===== config.mk =====
export PLATFORM = sky130hd
export DESIGN_NAME = command_frame_builder
export DESIGN_NICKNAME = d
export VERILOG_FILES = /design/src/cfb_pkg.sv /design/src/cfb_encode.sv /design/src/cfb_serializer.sv /design/src/command_frame_builder.sv
export SDC_FILE = /design/constraint.sdc
export NUM_CORES = 1
export LEC_CHECK = 0
export ABC_AREA = 1
export BUFFER_PORTS_ARGS = -buffer_cell sky130_fd_sc_hd__buf_2
export CORE_MARGIN = 2
export CORE_UTILIZATION = 35
export DETAILED_ROUTE_END_ITERATION = 6
export GPL_ROUTABILITY_DRIVEN = 1
export HOLD_SLACK_MARGIN = 0.12
export PLACE_DENSITY = 0.55
export SYNTH_ARGS = -nofsm -noshare
export SYNTH_HDL_FRONTEND = slang
export SYNTH_HIERARCHICAL = 1
export SYNTH_SLANG_ARGS = --single-unit

===== constraint.sdc =====
create_clock -name i_clk -period 10.5 [get_ports i_clk]
set_input_delay 0.525 -clock i_clk [delete_from_list [all_inputs] [get_ports i_clk]]
set_output_delay 0.525 -clock i_clk [all_outputs]
set_load 0.01 [all_outputs]

===== src/cfb_pkg.sv =====
package cfb_pkg;

    // frame constants
    localparam logic [7:0] HDR_BYTE     = 8'hFF;
    localparam logic [7:0] FTR_BYTE     = 8'hAA;
    localparam logic [7:0] FMT_WIDE_LEN = 8'h10;
    localparam logic [8:0] BASE_LEN     = 9'd5;

    // item kinds carried on the input tuser
    localparam logic OP_START = 1'b0;
    localparam logic OP_DATA  = 1'b1;

    // most bytes one item can cause, and the count width
    localparam int BURST_MAX = 5;
    localparam int CNT_W     = 3;

    // bytes caused by one accepted item
    typedef struct packed {
        logic [BURST_MAX-1:0][7:0] bytes;
        logic [CNT_W-1:0]          count;
        logic                      has_footer;
    } t_burst;

endpackage


===== src/cfb_encode.sv =====
module cfb_encode
    import cfb_pkg::*;
(
    input  logic       i_clk,
    input  logic       i_rst_n,
    input  logic       i_accept,
    input  logic       i_op,
    input  logic [7:0] i_cmd_id,
    input  logic [3:0] i_query_len,
    input  logic [7:0] i_payload_len,
    input  logic [7:0] i_data_byte,
    output t_burst     o_burst
);

    logic       r_frame_open;
    logic [8:0] r_bytes_remaining;
    logic       n_frame_open;
    logic [8:0] n_bytes_remaining;

    logic [8:0] body_len;
    logic [8:0] total_len;
    logic [8:0] total_wide;
    logic       wide;

    // frame length arithmetic
    assign body_len   = {5'd0, i_query_len} + {1'b0, i_payload_len};
    assign total_len  = BASE_LEN + body_len;
    assign wide       = total_len > 9'd255;
    assign total_wide = total_len + 9'd1;

    // byte list and next state for the item on the input
    always_comb begin
        o_burst           = '0;
        n_frame_open      = r_frame_open;
        n_bytes_remaining = r_bytes_remaining;
        case (i_op)
            OP_START: begin
                o_burst.bytes[0] = HDR_BYTE;
                o_burst.bytes[1] = i_cmd_id;
                if (wide) begin
                    o_burst.bytes[2] = FMT_WIDE_LEN | {4'd0, i_query_len};
                    o_burst.bytes[3] = {7'd0, total_wide[8]};
                    o_burst.bytes[4] = total_wide[7:0];
                    o_burst.count    = CNT_W'(5);
                end else begin
                    o_burst.bytes[2] = {4'd0, i_query_len};
                    o_burst.bytes[3] = total_len[7:0];
                    o_burst.count    = CNT_W'(4);
                end
                n_bytes_remaining = body_len;
                if (body_len == 9'd0) begin
                    // empty frame closes at once
                    o_burst.bytes[4]   = FTR_BYTE;
                    o_burst.count      = CNT_W'(5);
                    o_burst.has_footer = 1'b1;
                    n_frame_open       = 1'b0;
                end else begin
                    n_frame_open = 1'b1;
                end
            end
            OP_DATA: begin
                if (r_frame_open) begin
                    o_burst.bytes[0] = i_data_byte;
                    o_burst.count    = CNT_W'(1);
                    if (r_bytes_remaining != 9'd0) begin
                        n_bytes_remaining = r_bytes_remaining - 9'd1;
                    end
                    if (r_bytes_remaining <= 9'd1) begin
                        o_burst.bytes[1]   = FTR_BYTE;
                        o_burst.count      = CNT_W'(2);
                        o_burst.has_footer = 1'b1;
                        n_frame_open       = 1'b0;
                    end
                end
            end
            default: begin
                o_burst = '0;
            end
        endcase
    end

    // frame state
    always_ff @(posedge i_clk) begin
        if (!i_rst_n) begin
            r_frame_open      <= 1'b0;
            r_bytes_remaining <= 9'd0;
        end else if (i_accept) begin
            r_frame_open      <= n_frame_open;
            r_bytes_remaining <= n_bytes_remaining;
        end
    end

endmodule


===== src/cfb_serializer.sv =====
module cfb_serializer
    import cfb_pkg::*;
(
    input  logic       i_clk,
    input  logic       i_rst_n,
    input  logic       i_load,
    input  t_burst     i_burst,
    output logic       o_free,
    output logic       o_valid,
    input  logic       i_ready,
    output logic [7:0] o_byte,
    output logic       o_last,
    output logic       o_footer
);

    logic [BURST_MAX-1:0][7:0] r_bytes;
    logic [CNT_W-1:0]          r_last_idx;
    logic [CNT_W-1:0]          r_idx;
    logic                      r_has_footer;
    logic                      r_valid;
    logic                      take;

    assign take     = r_valid & i_ready;
    assign o_valid  = r_valid;
    assign o_last   = (r_idx == r_last_idx);
    assign o_footer = o_last & r_has_footer;
    assign o_byte   = r_bytes[r_idx];
    // room for a new list when none is held or once the current last beat leaves
    assign o_free   = !r_valid || (take && o_last);

    // control
    always_ff @(posedge i_clk) begin
        if (!i_rst_n) begin
            r_valid <= 1'b0;
            r_idx   <= '0;
        end else if (i_load && (i_burst.count != '0)) begin
            r_valid <= 1'b1;
            r_idx   <= '0;
        end else if (take && o_last) begin
            r_valid <= 1'b0;
        end else if (take) begin
            r_idx <= r_idx + CNT_W'(1);
        end
    end

    // payload
    always_ff @(posedge i_clk) begin
        if (i_load && (i_burst.count != '0)) begin
            r_bytes      <= i_burst.bytes;
            r_last_idx   <= i_burst.count - CNT_W'(1);
            r_has_footer <= i_burst.has_footer;
        end
    end

endmodule


===== src/command_frame_builder.sv =====
// Display-command frame builder. Each beat on the slave side is a start item
// (tuser = 0: command id, query length, payload length) or a data item
// (tuser = 1: one query or payload byte). A start item yields the header
// 0xFF, the command id, the format byte and a one- or two-byte length
// (two bytes, big-endian, when the frame would exceed 255 bytes), plus the
// footer 0xAA when both lengths are zero; a data item yields its byte and,
// after the last one of the frame, the footer. Data with no open frame is
// dropped; a new start abandons an open frame without a footer. The master
// side carries one byte per beat, tlast on the last byte caused by an item
// and tuser on the footer. An item holds the input until all beats it yields
// have left (one for a data byte, two for the last one, four or five for a
// start, none for a dropped item); the single output byte register sets this,
// and the next item is taken in the cycle the previous item's last beat leaves,
// so data bytes stream at one per cycle while m_axis_tready is held high.
module command_frame_builder
    import cfb_pkg::*;
(
    input  logic        i_clk,
    input  logic        i_rst_n,
    input  logic        s_axis_tvalid,
    output logic        s_axis_tready,
    // cmd_id[7:0], query_len[11:8], payload_len[19:12], data_byte[27:20], zero pad
    input  logic [31:0] s_axis_tdata,
    // op[0]
    input  logic        s_axis_tuser,
    output logic        m_axis_tvalid,
    input  logic        m_axis_tready,
    // out_byte[7:0]
    output logic [7:0]  m_axis_tdata,
    output logic        m_axis_tlast,
    // frame_end[0]
    output logic        m_axis_tuser
);

    t_burst burst;
    logic   free;
    logic   accept;

    assign s_axis_tready = free;
    assign accept        = s_axis_tvalid & free;

    // decode item and track frame state
    cfb_encode u_encode (
        .i_clk         (i_clk),
        .i_rst_n       (i_rst_n),
        .i_accept      (accept),
        .i_op          (s_axis_tuser),
        .i_cmd_id      (s_axis_tdata[7:0]),
        .i_query_len   (s_axis_tdata[11:8]),
        .i_payload_len (s_axis_tdata[19:12]),
        .i_data_byte   (s_axis_tdata[27:20]),
        .o_burst       (burst)
    );

    // emit the byte list one beat at a time
    cfb_serializer u_serializer (
        .i_clk    (i_clk),
        .i_rst_n  (i_rst_n),
        .i_load   (accept),
        .i_burst  (burst),
        .o_free   (free),
        .o_valid  (m_axis_tvalid),
        .i_ready  (m_axis_tready),
        .o_byte   (m_axis_tdata),
        .o_last   (m_axis_tlast),
        .o_footer (m_axis_tuser)
    );

endmodule


# Word level (Yosys, flattened, before mapping)
# Cells that the tools add are included.
# Widths: inputs -> output; s select.
# classes
muxes	20
addsub	6
eq_ne	3
n_reduce_logical	13
order_cmp	3
bitwise	7
# ops
operator	n
$pmux 20 s2	1
$mux 8	4
$mux 9	3
$bmux 8 s3	1
$mux 20	1
$pmux 9 s2	1
$add 3x9->9 const A	1
$add 4x8->9	1
$add 9x1->9 const B	1
$gt 9x8->1 const B	1
$le 9x1->1 const B	1
$logic_not 9->1	1
$reduce_bool 9->1	1
$sub 9x1->9 const B	1
$mux 1	6
$lt 3x4->1 const B	1
$ne 2x1->1 const B	2
$not 1->1	4
$reduce_or 2->1	2
$add 3x1->3 const B	1
$and 1x1->1	3
$eq 3x3->1	1
$mux 3	1
$reduce_and 3->1	1
10 further kinds	11
# totals
input_bits	37
reg_bits	58
out_inout_bits	12
wordCells	65

# Depth between registers and ports, before layout
# logic_depth
word_depth	9
ltp_mapped	27
ltp_nobuf	27

# Cells and area by module
# Netlist, hierarchy kept.
# modules_own_cells
mod	n_inst	cells_each	seq_area_each_um2	area_each_um2
cfb_serializer	1	171	1401.3	2028.2
cfb_encode	1	303	200.2	1745.4
command_frame_builder	1	2	0.0	7.5

# Worst setup path before layout
# Ideal clock, no wire load.
# synth_path
path_type	in2reg
from	input port s_axis_tdata[8]
to	register u_serializer/r_bytes[0] (netlist bit), enable pin
required_ns	10.050
arrival_ns	5.142
setup_ns	0.450
stages	23
path_buffers	0
setup_slack_ns	4.909
cell_sequence	ha_1 -> inv_1 -> fa_1 -> inv_1 -> nand2_1 -> nand2_4 -> ha_1 -> nand2_1 -> nand2_2 -> nand3_2 -> nand2_1 -> nor2_1 -> nand4_1 -> or2_2 -> nor2_1 -> ha_1 -> inv_1 -> nand3_4 -> nand3b_1 -> inv_1 -> ha_1 -> ha_1 -> nor2_1
# synth_rtl
item	line	rtl
from (decl)	command_frame_builder.sv:23	input logic [31:0] s_axis_tdata,
to (signal assigned)	cfb_serializer.sv:49	r_bytes <= i_burst.bytes;
to (decl)	cfb_serializer.sv:16	logic [BURST_MAX-1:0][7:0] r_bytes;

==> results.toml <==
[status]
status = "complete, no violations"

[power]
switchingPower_uw = 203.4
power_density_mw_per_mm2 = 158.0
intPower_uw = 482.4
power_frac_comb_pct = 21.6
power.leakage_nw = 2.049
p_seq_share_pct = 40.9
clockPowerShare_pct = 37.5
swShare_pct = 29.66
ir_worst_vdd_uv = 82.79

[layout]
final_cell_mix = "123 x nand2_1, 71 x inv_1, 44 x buf_2, 44 x edfxtp_1, 43 x nand3_1"
area_growth_pct = 14.82
utilization_pct = 41.68
drive_above_1_share_pct = 20.95
nets = 572
diodes = 0
final_common_cell = "nand2_1"

[detailed_routing]
postRouteAntennaNets = 0
drc_errors = 0
drt_pass1_iterations = 4
viasPerCell = 4.711
drtIter0Drc = 132
wl_per_cell_um = 12.82
routed_wl_mm = 8.473
vias = 3114

[place]
gp_congestion = 0.8020
hpwlAfterDp_mm = 6.354
port_buffers = 44

[timing]
period_minus_slack_ns = 4.361
setup-violations-final = 0
fmax_ghz = 0.2293
max-slew-margin-rel_pct = 19.80
grt_setup_unrepaired = "no"
slew_violations = 0
finalHoldViolCount = 0
clock_skew_ns = 0.01295
worst_slew_pin_slew_ns = 1.192
fin_setup_tns_ns = 0
period_share_pct = 41.54

[worst_setup_path]
r2r_slack_ns = 6.87
cp.arrival_ns = 4.33
start_kind = "input port"
path_cells = "buf_2 > ha_1 > inv_1 > fa_1 > inv_1 > ha_1 > inv_1 > nand2_2 > nand3_2 > nor2_4 > nand3_1 > nand2_2 > or2_2 > nor2_1 > ha_1 > inv_1 > nand3_4 > nand3b_1 > inv_1 > ha_1 > ha_1 > nor2_4 > buf_4"
r2r_end = "u_encode/r_bytes_remaining[5]"
critPathMaxFanout = 46
max_stage_delay_ns = 0.47
cp-end-kind = "register"
r2r-start = "u_serializer/r_idx[0]"
cpMaxStageDelayCell = "fa_1"
worstSetupPathType = "input port to register"
required_ns = 10.47
ff2ff_path_depth = 13

[synth]
yosysWarnings = 6
avgSynthCellArea_um2 = 7.944
yosysTopAreaCell = "edfxtp_1"
yosys.area.top_type_share_pct = 34.94
ys_ff_latch = 58
synth.area.top_cells = "edfxtp_1 35%, nand2_1 12%, dfxtp_1 7.4%"
synth_area_mm2 = 0.003781
ys_seq_area_share_pct = 42.36
synth_cells = 476
synth_cell_types = 45

[floorplan]
die_height_um = 107.9
die_w_um = 107.9
pin_count = 49
start_util_pct = 36.30
core_area_mm2 = 0.01042
rows = 37
dieArea_mm2 = 0.01165

[min_path]
min_path_cells = 3
min_from = "s_axis_tdata[21]"
hold_path.class = "input port to register"
whs_endpoint = "u_serializer/r_bytes[1]"

[global_route]
grt_overflow_total = 0
antenna_found_initial = 0
grt_max_degree = 47
grt_util_all_layers_pct = 15.57
grt_pass1_wl_mm = 14.30
grt_pass1_vias = 3065

[clock_network]
cts_sinks = 58
cts.root.buffer_cell = "clkbuf_8"
clk_latency_ns = 0.34
cts_buffers = 9
path_clk_slew_ns = 0.07
cts.hold.buffers_added = 0
clockBufferDepth = 2
post-cts-setup-buffers = 0
cts_max_level = 3
cts_tree = "done"
cts_resized = 0

[flow_run]
cap_violations = 0
synthesized netlist by cell type:
cell type  instances
a21boi_0           1
nand2_2           16
nor3_2             1
o32ai_1            1
nand3b_4           1
xnor2_2            1
inv_2              5
o22ai_1            1
clkbuf_8           2
buf_1              1
inv_4              1
nor2_4             2
nand4_1           12
dfxtp_1           14
nand3_2            4
or2_2              2
nand3_1           43
clkbuf_1           4
xnor2_1            4
a31oi_1            2
nand2_1          123
clkinv_1           1
buf_4              3
nand3b_1           2
buf_2              2
nor3_1             4
edfxtp_1          44
nor2_1            34
or3_1              1
a21oi_1           17
inv_8              1
fa_1               1
nand3_4            2
buf_6              2
o21ai_1            1
nand2_8            1
o211ai_1           1
ha_1              14
nor2_2             6
conb_1             1
xor2_1             3
o21ai_0           18
a21oi_2            1
nand2_4            4
inv_1             71
layer usage:
layer / GRT usage (%) / wire length (um) / vias to the layer above
li1: - / - / 1621
met1: 20.24 / 4069 / 1431
met2: 26.68 / 3979 / 53
met3: 2.893 / 336 / 9
met4: 4.121 / 87 / 0
met5: 0 / 0 / -
flip-flops by register name (all words and copies together), names as in the netlist:
register and count:
u_serializer/r_has_footer 1, u_serializer/r_bytes 40, u_encode/r_bytes_remaining 9, u_serializer/r_last_idx 3, u_serializer/r_idx 3, u_serializer/o_valid 1, u_encode/r_frame_open 1
worst max-delay path: cells and delay by family:
kind                     cells  cell delay (ns)
adder cells (fa/ha/maj)      6             1.50
buffers and inverters        7             1.17
AND/OR/NAND/NOR             10             1.10
kinds of logic (layout without fill, tap and decap cells):
kind of cell / count (synthesis) / in the layout / share of synthesized area, %
xor+xnor: 8 / 8 / 2.052
other cells: 1 / 3 / 0.09918
fa+ha+maj: 15 / 15 / 5.162
buf+inv: 93 / 140 / 10.79
compound gates: 43 / 43 / 6.122
simple gates: 258 / 258 / 33.42
flops: 58 / 58 / 42.36
area by class of cell:
type / count / area [um2]
well taps: 136 / 170.2
inverters: 79 / 306.5
multi-input cells: 327 / 1787
flip-flops and latches: 58 / 1602
fillers: 1094 / 6075
clock buffers: 9 / 123.9
repair buffers: 45 / 227.7
clock inverters: 7 / 125.1
worst max path at each step:
stage,startpoint,endpoint,slack [ns],cells after the start
after global routing,s_axis_tdata[8],u_serializer/r_idx[0],5.74,29
after detailed placement,s_axis_tdata[8],u_serializer/r_idx[1],5.78,26
after CTS,s_axis_tdata[8],u_serializer/r_idx[1],6.14,26
after global placement,s_axis_tdata[8],u_serializer/r_idx[0],5.84,26
final,s_axis_tdata[8],u_serializer/r_bytes[13],6.14,23
after floorplan,s_axis_tdata[8],u_serializer/r_bytes[0],4.91,23
power groups by stage:
stage | Combinational, mW | Clock, mW | Sequential (mW)
finish | 0.148 | 0.257 | 0.280
global route | 0.169 | 0.273 | 0.283
CTS | 0.150 | 0.265 | 0.281
detailed placement | 0.149 | 0 | 0.286
global placement | 0.147 | 0 | 0.285
floorplan | 0.114 | 0 | 0.282
metrics by stage:
| stage | setup WS (ns) | cells | hold slack, ns | cell area (um2) | power [mW] |
|---|---|---|---|---|---|
| 6_report | 6.139 | 661 | 0.4535 | 4342 | 0.6858 |
| 5_1_grt | 5.738 | 661 | 0.4485 | 4342 | 0.7249 |
| 4_1_cts | 6.139 | 661 | 0.4340 | 4342 | 0.6957 |
| 3_5_place_dp | 5.780 | 645 | 0.4820 | 4093 | 0.4346 |
| 3_3_place_gp | 5.840 | 645 | 0.4691 | 4093 | 0.4314 |
| 2_1_floorplan | 4.909 | 478 | 0.4525 | 3789 | 0.3961 |
(Power assumes the default switching activity.)
